File: src/rtl/cobs_enc_pkg.sv
// Package for the COBS frame encoder: widths, code constants and the
// record passed from the item front end to the write sequencer.
// No dependencies.
package cobs_enc_pkg;

  localparam int unsigned OffW            = 11;
  localparam int unsigned ByteW           = 8;
  localparam int unsigned DefMaxFrameBytes = 1024;
  localparam int unsigned DefQueueDepth   = 2;

  localparam logic [ByteW-1:0] CodeStart = 8'h01;
  localparam logic [ByteW-1:0] CodeFull  = 8'hFF;

  localparam int unsigned PendW     = 3;
  localparam int unsigned PendData  = 0;
  localparam int unsigned PendClose = 1;
  localparam int unsigned PendEof   = 2;

  typedef struct packed {
    logic [PendW-1:0] pend;
    logic [OffW-1:0]  data_off;
    logic [ByteW-1:0] data_byte;
    logic [OffW-1:0]  close_off;
    logic [ByteW-1:0] close_code;
    logic [OffW-1:0]  eof_off;
    logic [ByteW-1:0] eof_code;
    logic [OffW-1:0]  frame_len;
    logic             overflow;
  } cobs_enc_rec_t;

endpackage

File: src/rtl/cobs_enc_front.sv
// Front end of the COBS frame encoder: accepts input items, keeps the
// running frame state and emits a write record for each item that causes a write.
// Depends on cobs_enc_pkg.
module cobs_enc_front
  import cobs_enc_pkg::*;
#(
  parameter int unsigned MAX_FRAME_BYTES = DefMaxFrameBytes
) (
  input  logic             clk_i,
  input  logic             rst_ni,
  input  logic             push,
  input  logic [ByteW-1:0] data_byte_i,
  input  logic             byte_present_i,
  input  logic             end_of_frame_i,
  input  logic             q_full_i,
  output logic             q_push_o,
  output cobs_enc_rec_t    q_rec_o
);

  localparam int unsigned TakenW = $clog2(MAX_FRAME_BYTES + 1);

  logic [ByteW-1:0]  block_count_q, block_count_d;
  logic [OffW-1:0]   code_slot_q, code_slot_d;
  logic [OffW-1:0]   next_offset_q, next_offset_d;
  logic [TakenW-1:0] bytes_taken_q, bytes_taken_d;
  logic              overflow_q, overflow_d;

  logic             accept;
  logic             take;
  logic             drop;
  logic             has_data;
  logic             has_close;
  logic             blk_full;
  logic [ByteW-1:0] cnt_inc;
  logic [ByteW-1:0] cnt1;
  logic [OffW-1:0]  next1;
  logic [OffW-1:0]  next2;
  logic [OffW-1:0]  slot1;
  logic             ovf1;

  always_comb begin
    accept    = push && !q_full_i;
    take      = byte_present_i && (bytes_taken_q < TakenW'(MAX_FRAME_BYTES));
    drop      = byte_present_i && !take;
    has_data  = take && (data_byte_i != '0);
    has_close = 1'b0;
    cnt_inc   = block_count_q + 1'b1;
    blk_full  = has_data && (cnt_inc == CodeFull);
    has_close = take && ((data_byte_i == '0) || blk_full);
    next1     = has_data ? next_offset_q + 1'b1 : next_offset_q;
    slot1     = has_close ? next1 : code_slot_q;
    next2     = has_close ? next1 + 1'b1 : next1;
    cnt1      = has_close ? CodeStart : (has_data ? cnt_inc : block_count_q);
    ovf1      = overflow_q || drop;

    q_rec_o.pend[PendData]  = has_data;
    q_rec_o.pend[PendClose] = has_close;
    q_rec_o.pend[PendEof]   = end_of_frame_i;
    q_rec_o.data_off   = next_offset_q;
    q_rec_o.data_byte  = data_byte_i;
    q_rec_o.close_off  = code_slot_q;
    q_rec_o.close_code = (data_byte_i == '0) ? block_count_q : CodeFull;
    q_rec_o.eof_off    = slot1;
    q_rec_o.eof_code   = cnt1;
    q_rec_o.frame_len  = slot1 + 1'b1;
    q_rec_o.overflow   = ovf1;
    q_push_o = accept && (has_data || has_close || end_of_frame_i);

    block_count_d = block_count_q;
    code_slot_d   = code_slot_q;
    next_offset_d = next_offset_q;
    bytes_taken_d = bytes_taken_q;
    overflow_d    = overflow_q;
    if (accept) begin
      if (end_of_frame_i) begin
        block_count_d = CodeStart;
        code_slot_d   = '0;
        next_offset_d = OffW'(1);
        bytes_taken_d = '0;
        overflow_d    = 1'b0;
      end else begin
        block_count_d = cnt1;
        code_slot_d   = slot1;
        next_offset_d = next2;
        bytes_taken_d = take ? bytes_taken_q + 1'b1 : bytes_taken_q;
        overflow_d    = ovf1;
      end
    end
  end

  always_ff @(posedge clk_i or negedge rst_ni) begin
    if (!rst_ni) begin
      block_count_q <= CodeStart;
      code_slot_q   <= '0;
      next_offset_q <= OffW'(1);
      bytes_taken_q <= '0;
      overflow_q    <= 1'b0;
    end else begin
      block_count_q <= block_count_d;
      code_slot_q   <= code_slot_d;
      next_offset_q <= next_offset_d;
      bytes_taken_q <= bytes_taken_d;
      overflow_q    <= overflow_d;
    end
  end

`ifndef ASSERT_OFF
  a_count_below_full: assert property (@(posedge clk_i) disable iff (!rst_ni)
    block_count_q != CodeFull)
    else $error("block count left at full code");
`endif

endmodule

File: src/rtl/cobs_enc_queue.sv
// Short record queue between the encoder front end and write sequencer.
// Depends on cobs_enc_pkg.
module cobs_enc_queue
  import cobs_enc_pkg::*;
#(
  parameter int unsigned DEPTH = DefQueueDepth
) (
  input  logic          clk_i,
  input  logic          rst_ni,
  input  logic          push_i,
  input  cobs_enc_rec_t rec_i,
  output logic          full_o,
  input  logic          pop_i,
  output cobs_enc_rec_t rec_o,
  output logic          empty_o
);

  localparam int unsigned PtrW = $clog2(DEPTH);
  localparam int unsigned CntW = $clog2(DEPTH + 1);

  cobs_enc_rec_t   mem_q [DEPTH];
  logic [PtrW-1:0] wr_ptr_q, wr_ptr_d;
  logic [PtrW-1:0] rd_ptr_q, rd_ptr_d;
  logic [CntW-1:0] count_q, count_d;

  always_comb begin
    full_o  = (count_q == CntW'(DEPTH));
    empty_o = (count_q == '0);
    rec_o   = mem_q[rd_ptr_q];
    wr_ptr_d = wr_ptr_q;
    rd_ptr_d = rd_ptr_q;
    count_d  = count_q;
    if (push_i) begin
      wr_ptr_d = (wr_ptr_q == PtrW'(DEPTH - 1)) ? '0 : wr_ptr_q + 1'b1;
    end
    if (pop_i) begin
      rd_ptr_d = (rd_ptr_q == PtrW'(DEPTH - 1)) ? '0 : rd_ptr_q + 1'b1;
    end
    if (push_i && !pop_i) begin
      count_d = count_q + 1'b1;
    end else if (pop_i && !push_i) begin
      count_d = count_q - 1'b1;
    end
  end

  always_ff @(posedge clk_i) begin
    if (push_i) begin
      mem_q[wr_ptr_q] <= rec_i;
    end
  end

  always_ff @(posedge clk_i or negedge rst_ni) begin
    if (!rst_ni) begin
      wr_ptr_q <= '0;
      rd_ptr_q <= '0;
      count_q  <= '0;
    end else begin
      wr_ptr_q <= wr_ptr_d;
      rd_ptr_q <= rd_ptr_d;
      count_q  <= count_d;
    end
  end

`ifndef ASSERT_OFF
  a_no_push_full: assert property (@(posedge clk_i) disable iff (!rst_ni)
    !(push_i && full_o))
    else $error("record pushed into full queue");
  a_no_pop_empty: assert property (@(posedge clk_i) disable iff (!rst_ni)
    !(pop_i && empty_o))
    else $error("record popped from empty queue");
`endif

endmodule

File: src/rtl/cobs_enc_back.sv
// COBS frame encoder write sequencer: turns each record into data, block-code
// and frame-end writes into an output register, one per cycle while pop is high.
// Depends on cobs_enc_pkg.
module cobs_enc_back
  import cobs_enc_pkg::*;
(
  input  logic             clk_i,
  input  logic             rst_ni,
  input  cobs_enc_rec_t    q_rec_i,
  input  logic             q_empty_i,
  output logic             q_pop_o,
  output logic             empty,
  input  logic             pop,
  output logic [OffW-1:0]  write_offset_o,
  output logic [ByteW-1:0] write_byte_o,
  output logic             is_code_o,
  output logic             last_of_run_o,
  output logic [OffW-1:0]  frame_length_o,
  output logic             overflow_o
);

  cobs_enc_rec_t    rec_q, rec_d;
  logic [PendW-1:0] pend_q, pend_d;
  logic             out_valid_q, out_valid_d;
  logic [OffW-1:0]  offset_q, offset_d;
  logic [ByteW-1:0] byte_q, byte_d;
  logic             code_q, code_d;
  logic             last_q, last_d;
  logic [OffW-1:0]  flen_q, flen_d;
  logic             ovf_q, ovf_d;

  logic             adv;
  logic             load_out;
  logic [PendW-1:0] sel;
  logic [PendW-1:0] rest;

  always_comb begin
    adv      = !out_valid_q || pop;
    sel      = pend_q & (~pend_q + 1'b1);
    rest     = pend_q & ~sel;
    load_out = adv && (pend_q != '0);

    offset_d = rec_q.data_off;
    byte_d   = rec_q.data_byte;
    code_d   = 1'b0;
    flen_d   = '0;
    if (sel[PendClose]) begin
      offset_d = rec_q.close_off;
      byte_d   = rec_q.close_code;
      code_d   = 1'b1;
    end else if (sel[PendEof]) begin
      offset_d = rec_q.eof_off;
      byte_d   = rec_q.eof_code;
      code_d   = 1'b1;
      flen_d   = rec_q.frame_len;
    end
    last_d = (rest == '0);
    ovf_d  = rec_q.overflow;

    out_valid_d = out_valid_q && !pop;
    pend_d      = pend_q;
    if (load_out) begin
      out_valid_d = 1'b1;
      pend_d      = rest;
    end
    q_pop_o = (pend_d == '0) && !q_empty_i;
    rec_d   = rec_q;
    if (q_pop_o) begin
      pend_d = q_rec_i.pend;
      rec_d  = q_rec_i;
    end

    empty          = !out_valid_q;
    write_offset_o = offset_q;
    write_byte_o   = byte_q;
    is_code_o      = code_q;
    last_of_run_o  = last_q;
    frame_length_o = flen_q;
    overflow_o     = ovf_q;
  end

  always_ff @(posedge clk_i) begin
    rec_q <= rec_d;
    if (load_out) begin
      offset_q <= offset_d;
      byte_q   <= byte_d;
      code_q   <= code_d;
      last_q   <= last_d;
      flen_q   <= flen_d;
      ovf_q    <= ovf_d;
    end
  end

  always_ff @(posedge clk_i or negedge rst_ni) begin
    if (!rst_ni) begin
      pend_q      <= '0;
      out_valid_q <= 1'b0;
    end else begin
      pend_q      <= pend_d;
      out_valid_q <= out_valid_d;
    end
  end

`ifndef ASSERT_OFF
  a_data_no_length: assert property (@(posedge clk_i) disable iff (!rst_ni)
    (out_valid_q && !code_q) |-> (flen_q == '0))
    else $error("frame length on a data write");
  a_length_closes: assert property (@(posedge clk_i) disable iff (!rst_ni)
    (out_valid_q && (flen_q != '0)) |-> (code_q && last_q))
    else $error("frame length on a write that does not close the item");
`endif

endmodule

File: src/rtl/cobs_frame_encoder_core.sv
// COBS frame encoder, top level: front end, record queue and write sequencer.
// Depends on cobs_enc_pkg, cobs_enc_front, cobs_enc_queue, cobs_enc_back.
//
// Input channel: an item (data_byte_i, byte_present_i, end_of_frame_i) is
// taken on a clock edge with push high and full low. Output channel: the
// oldest buffer write (write_offset_o, write_byte_o, is_code_o,
// last_of_run_o, frame_length_o, overflow_o) is shown while empty is low and
// leaves on an edge with pop high. An item causes zero to three writes:
// a data write, a block code write and, on end_of_frame_i, the closing code
// write that carries the frame length. last_of_run_o marks an item's last write.
// An item's first write passes the queue, rec_q and the output register.
// Throughput: the sequencer puts out one write per cycle while pop is high, and
// a non-final data byte causes two writes at most; the front end takes an item
// per cycle while the QUEUE_DEPTH-entry queue has room.
// Reset clears the frame state, the queue and the output register.
// When the receiver holds pop low, the output register holds its write, the
// queue fills and full rises; no item or write is dropped.
module cobs_frame_encoder_core
  import cobs_enc_pkg::*;
#(
  parameter int unsigned MAX_FRAME_BYTES = DefMaxFrameBytes,
  parameter int unsigned QUEUE_DEPTH     = DefQueueDepth
) (
  input  logic             clk_i,
  input  logic             rst_ni,
  input  logic             push,
  output logic             full,
  input  logic [ByteW-1:0] data_byte_i,
  input  logic             byte_present_i,
  input  logic             end_of_frame_i,
  output logic             empty,
  input  logic             pop,
  output logic [OffW-1:0]  write_offset_o,
  output logic [ByteW-1:0] write_byte_o,
  output logic             is_code_o,
  output logic             last_of_run_o,
  output logic [OffW-1:0]  frame_length_o,
  output logic             overflow_o
);

  cobs_enc_rec_t front_rec;
  cobs_enc_rec_t back_rec;
  logic          front_push;
  logic          q_full;
  logic          q_empty;
  logic          back_pop;

  assign full = q_full;

  cobs_enc_front #(
    .MAX_FRAME_BYTES(MAX_FRAME_BYTES)
  ) u_front (
    .clk_i          (clk_i),
    .rst_ni         (rst_ni),
    .push           (push),
    .data_byte_i    (data_byte_i),
    .byte_present_i (byte_present_i),
    .end_of_frame_i (end_of_frame_i),
    .q_full_i       (q_full),
    .q_push_o       (front_push),
    .q_rec_o        (front_rec)
  );

  cobs_enc_queue #(
    .DEPTH(QUEUE_DEPTH)
  ) u_queue (
    .clk_i   (clk_i),
    .rst_ni  (rst_ni),
    .push_i  (front_push),
    .rec_i   (front_rec),
    .full_o  (q_full),
    .pop_i   (back_pop),
    .rec_o   (back_rec),
    .empty_o (q_empty)
  );

  cobs_enc_back u_back (
    .clk_i          (clk_i),
    .rst_ni         (rst_ni),
    .q_rec_i        (back_rec),
    .q_empty_i      (q_empty),
    .q_pop_o        (back_pop),
    .empty          (empty),
    .pop            (pop),
    .write_offset_o (write_offset_o),
    .write_byte_o   (write_byte_o),
    .is_code_o      (is_code_o),
    .last_of_run_o  (last_of_run_o),
    .frame_length_o (frame_length_o),
    .overflow_o     (overflow_o)
  );

endmodule

File: config.mk
export PLATFORM = sky130hd
export DESIGN_NAME = cobs_frame_encoder_core
export DESIGN_NICKNAME = d
export VERILOG_FILES = /design/src/rtl/cobs_enc_pkg.sv /design/src/rtl/cobs_enc_front.sv /design/src/rtl/cobs_enc_queue.sv /design/src/rtl/cobs_enc_back.sv /design/src/rtl/cobs_frame_encoder_core.sv
export SDC_FILE = /design/constraint.sdc
export NUM_CORES = 1
export LEC_CHECK = 0
export ABC_AREA = 1
export BUFFER_PORTS_ARGS = -buffer_cell sky130_fd_sc_hd__buf_2
export CORE_MARGIN = 1
export CORE_UTILIZATION = 55
export DETAILED_ROUTE_END_ITERATION = 12
export HOLD_SLACK_MARGIN = 0.03
export PLACE_DENSITY = 0.82
export SLEW_MARGIN = 5
export SYNTH_ARGS = -nofsm -noshare
export SYNTH_HDL_FRONTEND = slang
export SYNTH_SLANG_ARGS = --single-unit
File: constraint.sdc
create_clock -name clk_i -period 7.96 [get_ports clk_i]
set_input_delay 1.592 -clock clk_i [delete_from_list [all_inputs] [get_ports clk_i]]
set_output_delay 1.592 -clock clk_i [all_outputs]
set_load 0.01 [all_outputs]
# After elaboration in Yosys (flattened, before gate mapping)
# Memories as Yosys holds them, arrays and structs flattened.
# Cells that the tools add are included.
[totals] regBits=152 out_inout_bits=35 word_cells=103 rom_bits=0 n_memories=1 latchBits=0 ram_bits=144
[classes] mul=0 eq_ne=2 div=0 n_lt_le_gt_ge=1 n_mux=26 bitwise=5 add_sub_neg=10 n_shift=0 n_reduce_logical=34
[mem_list] memory="u_queue.mem_q" depth=2 word_bits=72 read_ports=1 rd_ports_with_merged_regs=0 wr=1 line="cobs_enc_queue.sv:21" source="cobs_enc_rec_t mem_q [DEPTH];"
[op_table] cell="11-bit 2-to-1 mux" count=9
[op_table] cell="8-bit 2-to-1 mux" count=6
[op_table] cell="11-bit by 1-bit adder with 11-bit output, second input constant" count=4
[op_table] cell="1-bit logical AND" count=12
[op_table] cell="11-bit less-than comparator, second input constant" count=1
[op_table] cell="8-bit by 1-bit adder with 8-bit output, second input constant" count=1
[op_table] cell="8-bit equality test, second input constant" count=1
[op_table] cell="8-bit zero test" count=1
[op_table] cell="8-bit nonzero test" count=1
[op_table] cell="1-bit zero test" count=7
[op_table] cell="1-bit 2-to-1 mux" count=7
[op_table] cell="3-bit bitwise AND" count=2
[op_table] cell="3-bit zero test" count=2
[op_table] cell="3-bit 2-to-1 mux" count=2
[op_table] cell="3-bit NOT" count=2
[op_table] cell="1-bit logical OR" count=5
[op_table] cell="2-bit 2-to-1 mux" count=2
[op_table] cell="2-bit nonzero test" count=2
[op_table] cell="3-bit by 1-bit adder with 3-bit output, second input constant" count=1
[op_table] cell="3-bit nonzero test" count=1
[op_table] cell="1-bit adder, second input constant" count=2
[op_table] cell="2-bit by 1-bit adder with 2-bit output, second input constant" count=1
[op_table] cell="2-bit equality test, second input constant" count=1
[op_table] cell="2-bit zero test" count=1
[op_table] cell="other kinds (4)" count=4

# Logic depth before layout (Yosys ltp)
[depth] word_depth=13 mapped_depth=20 depth_no_buf=19

# By module
# Synthesis repeated with hierarchy kept, for this count alone.
[hier_totals] hier_cells=964 hier_area_um2=12726.0
[modules_own_cells] module="cobs_enc_queue" area_per_inst_um2=5751.8 seq_area_each_um2=4424.2 cells_each=249 instances=1
[modules_own_cells] module="cobs_enc_back" area_per_inst_um2=3794.9 seq_area_each_um2=3163.0 cells_each=244 instances=1
[modules_own_cells] module="cobs_enc_front" area_per_inst_um2=3179.3 seq_area_each_um2=1053.5 cells_each=471 instances=1

# Worst setup path before layout
# OpenSTA, ideal clock, no wires.
[synth_timing] kind="input to register" start="in pop" end="reg u_back.rec_q (netlist bit u_back.ovf_d), enable pin" n_path_buf=0 required_time_ns=7.537 arrival_time_ns=5.201 setup_ns=0.423 cell_stages=5 slack_ns=2.337 path_cell_list="nor2_1 -> a21oi_1 -> or2_2 -> nand3_1 -> inv_1"
[synth_between] elab_chain_cells=5
[synth_rtl] item="start, declared" line="cobs_frame_encoder_core.sv:32" source="input logic pop,"
[synth_rtl] item="1-bit logical OR" line="cobs_enc_back.sv:38" source="adv = !out_valid_q || pop;"
[synth_rtl] item="1-bit logical AND" line="cobs_enc_back.sv:41" source="load_out = adv && (pend_q != '0);"
[synth_rtl] item="via u_back.load_out" line="cobs_enc_back.sv:33" source="logic load_out;"
[synth_rtl] item="3-bit 2-to-1 mux" line="cobs_enc_back.sv:62" source="if (load_out) begin"
[synth_rtl] item="3-bit zero test" line="cobs_enc_back.sv:66" source="q_pop_o = (pend_d == '0) && !q_empty_i;"
[synth_rtl] item="1-bit logical AND" line="cobs_enc_back.sv:66"
[synth_rtl] item="via back_pop" line="cobs_frame_encoder_core.sv:46" source="logic back_pop;"
[synth_rtl] item="end signal, assigned" line="cobs_enc_back.sv:83" source="rec_q <= rec_d;"
[synth_rtl] item="end, declared" line="cobs_enc_back.sv:22" source="cobs_enc_rec_t rec_q, rec_d;"
# The timed path passes the listed nets, and every way through them passes these cells.
# A chain may end at the register's enable or synchronous reset.

==> flow_summary_export.csv <==
group,metric,value,unit
logic_synthesis,synth_warnings,0,
clock_network,root_buffer,"clkbuf_16",
pwr,p_leak,5.60,nW
final_layout,fin_nets,1187,
die,core,0.0219,mm2
die,ios,49,
setup_path,crit_arrival,4.11,ns
logic_synthesis,synth_compound_area_share,4.26,%
die,die-width,152,um
logic_synthesis,synth-xor-area-share,1.14,%
clock_network,hold_buffers,0,
placed_design,dp_slack,3.62,ns
clock_network,cts.clk_slew.worst_paths,0.06,ns
worst_hold_path,hp-class,"reg2reg",
logic_synthesis,synthAdderAreaFrac,0.712,%
route,drc,0,
timing,finalHoldViolations,0,
timing,tightest_slew,1.09,ns
setup_path,max_stage_delay,0.50,ns
pwr,p_switching,0.00177,W
setup_path,worstSetupEndpointType,"flop",
final_layout,diodes,0,
clock_network,cts-resized-gates,0,
timing,setup_tns,0,ns
global_route,antenna_found_initial,0,
global_route,grt.overflow.total,0,
logic_synthesis,syn_inst,1112,
clock_network,clk_latency,0.53,ns
route,wl_per_cell,17.0,um
logic_synthesis,yosys.area.top_type,"edfxtp_1",
global_route,grt_max_degree,73,
route,drt_wl_total,25000,um
route,dr_total_vias,8007,
timing,fin_ws,4.12,ns
pwr,combPwrFrac,25.9,%
clock_network,cts_tree,"built",
setup_path,start_kind,"input port",
clock_network,postCtsSetupRepairBufs,0,
logic_synthesis,synth_top_family_by_area,"simple AND/OR/NAND/NOR gates",
pwr,p_seq_share,48.8,%
route,dr.pass1.iters,7,
pwr,p_per_area,385,mW/mm2
setup_path,critPathMaxFanout,21,
setup_path,path_cells,"buf_2, nand2_1, inv_1, nand2_1, nand2_1, nand2_1, inv_1, nand3_1, nand2_2, ha_1, nand2_1, nor2_2, nand2_1, xor2_1",
logic_synthesis,synth-simple-area-share,19.4,%
setup_path,cpMostUsedCell,"nand2_1",
global_route,grt_pass1_vias,7635,
die,die_y,152,um
final_layout,most-common-layout-cells,"400 x nand2_1, 246 x edfxtp_1, 91 x nor2_1",
route,via_per_inst,5.45,
clock_network,cts_made_buffers,29,
logic_synthesis,ys_top_cells_by_area,"edfxtp_1 60%, nand2_1 12%, dfrtp_1 9.8%",
setup_path,criticalPathCategory,"in2reg",
timing,post-route-min-period,3.84,ns
clock_network,ctsHtreeMaxLevel,1,
die,start_util,56.2,%
die,fp-row-count,54,
final_layout,final_common_cell,"nand2_1",
timing,max_freq,261,MHz
global_route,grt_pass1_wl,39200,um
logic_synthesis,synth_seq_cells,296,
logic_synthesis,synth.top_cell.area_share,60.1,%
logic_synthesis,synthesis.nets,1133,
setup_path,crit_slowest_cell,"inv_1",
route,drtIter0Drc,807,
timing,relSlewSlack,27.0,%
pwr,p_sw_share,33.3,%
timing,drv_slew,0,
final_layout,n_fill_cell,1651,
final_layout,drive_gt1_share,13.0,%
logic_synthesis,synthMuxAreaShare,0.0814,%
die,die-area,0.0230,mm2
clock_network,cts_sinks,296,
final_layout,syn_to_final_growth,12.0,%
placed_design,gp_congestion,0.907,
logic_synthesis,yosysSeqAreaShare,70.3,%
timing,fin_skew,0.0121,ns
job,cap_viol_max_count,0,
logic_synthesis,syn-cell-area,0.0123,mm2
timing,setup_viol,0,
placed_design,port_buffers,48,
pwr,max-vdd-ir-drop,0.000292,V
logic_synthesis,yosysUniqueCellTypes,39,
clock_network,clock_path_buffers,3,
timing,fin_crit_sh,48.2,%
global_route,grt_use_total,22.6,%
timing,grt_setup_unrepaired,"false",
run_status,status,"completed",
route,postRouteAntennaNets,0,
placed_design,hpwl,15800,um
pwr,internal-power,0.00354,W
logic_synthesis,synth_area_per_cell,11.1,um2
pwr,pwr-share-clk,25.3,%
setup_path,required,8.23,ns
==> layer usage <==
| metal | track usage [%] | vias up | share of wire [%] |
|---|---|---|---|
| li1 | - | 3806 | - |
| met1 | 32.2 | 3862 | 44 |
| met2 | 36.5 | 296 | 48 |
| met3 | 3.29 | 43 | 7.1 |
| met4 | 6.09 | 0 | 1.7 |
| met5 | 0 | - | 0 |
==> power groups by stage <==
stage	logic [W]	clock network [W]	registers (W)
final	0.00137	0.00134	0.00259
after global routing	0.00155	0.00142	0.00264
after CTS	0.00138	0.00136	0.00259
after detailed placement	0.00137	0	0.00261
after global placement	0.00133	0	0.00259
after floorplan	0.000877	0	0.00262
==> worst max-delay path: cells and delay by family <==
family	cells	cell delay, ns
XOR/XNOR	1	0.15
AND/OR/NAND/NOR	9	1.37
buffers and inverters	3	0.70
adder cells (fa/ha/maj)	1	0.27
==> cells by family after synthesis <==
group,Yosys count
AND/OR/NAND/NOR,579
flip-flops,296
buffers and inverters,128
AO/OA/AOI/OAI,85
XOR/XNOR,16
adder cells (fa/ha/maj),7
multiplexers,1
==> worst paths after layout <==
check | cells after the start | slack, ns | from | endpoint
max in group asynchronous | 2 | 6.30 | rst_ni | u_queue.rd_ptr_q$_DFFE_PN0P_
min in group asynchronous | 2 | 1.18 | rst_ni | u_front.next_offset_q[7]$_DFFE_PN0P_
max reg2reg | 18 | 4.58 | u_front.block_count_q[0]$_DFFE_PN1P_ | u_queue.mem_q[1][9]$_DFFE_PP_
max | 14 | 4.12 | byte_present_i | u_queue.mem_q[1][9]$_DFFE_PP_
min | 0 | 0.44 | u_back.ovf_d$_DFFE_PP_ | u_back.overflow_o$_DFFE_PP_
min reg2reg | 0 | 0.44 | u_back.ovf_d$_DFFE_PP_ | u_back.overflow_o$_DFFE_PP_
==> flip-flops by register name, indices dropped and copies added, names as in the netlist, 2 cells and up <==
register and flops:
u_queue.mem_q 144, u_back.rec_q 68, u_front.bytes_taken_q 11, u_back.pend_q 3
u_front.block_count_q 8, u_queue.count_q 2, u_back.write_byte_o 8, u_back.frame_length_o 11
u_front.next_offset_q 11, u_front.code_slot_q 11, u_back.write_offset_o 11
==> per-stage QoR <==
step | total power [W] | util (%) | hold WS (ns) | cells | area, um2
after CTS | 0.00533 | 62.9 | 0.444 | 1468 | 13800
after global placement | 0.00392 | 58.6 | 0.427 | 1415 | 12800
after detailed placement | 0.00398 | 58.6 | 0.417 | 1415 | 12800
after global routing | 0.00560 | 62.9 | 0.470 | 1468 | 13800
after floorplan | 0.00350 | - | 0.400 | 1112 | 12300
final | 0.00530 | 62.9 | 0.443 | 1468 | 13800
==> synthesized netlist by cell type, drive strengths merged <==
cell type / number
xnor2: 3
a22oi: 1
nor3: 7
clkinv: 1
buf: 7
a21oi: 14
xor2: 13
clkbuf: 27
a31oi: 20
o21ai: 30
mux2i: 1
dfrtp: 48
a211oi: 5
nand3b: 1
or2: 1
dfstp: 2
nand2: 424
ha: 7
nand3: 31
nor2: 102
nand4: 8
inv: 93
o211ai: 1
edfxtp: 246
a32oi: 1
o22ai: 7
o31ai: 3
a22o: 3
nor3b: 5
==> layout make-up <==
| cell class | instances | area, um2 | share of cell area [%] |
|---|---|---|---|
| Sequential cell | 296 | 8640 | 62.8 |
| Multi-Input combinational cell | 688 | 3170 | 23.0 |
| Clock buffer | 37 | 766 | 5.56 |
| Inverter | 94 | 353 | 2.56 |
| Tap cell | 280 | 350 | 2.54 |
| Timing Repair Buffer | 57 | 308 | 2.24 |
| Clock inverter | 16 | 178 | 1.29 |
Note: power is estimated with default switching activity, not from simulation.
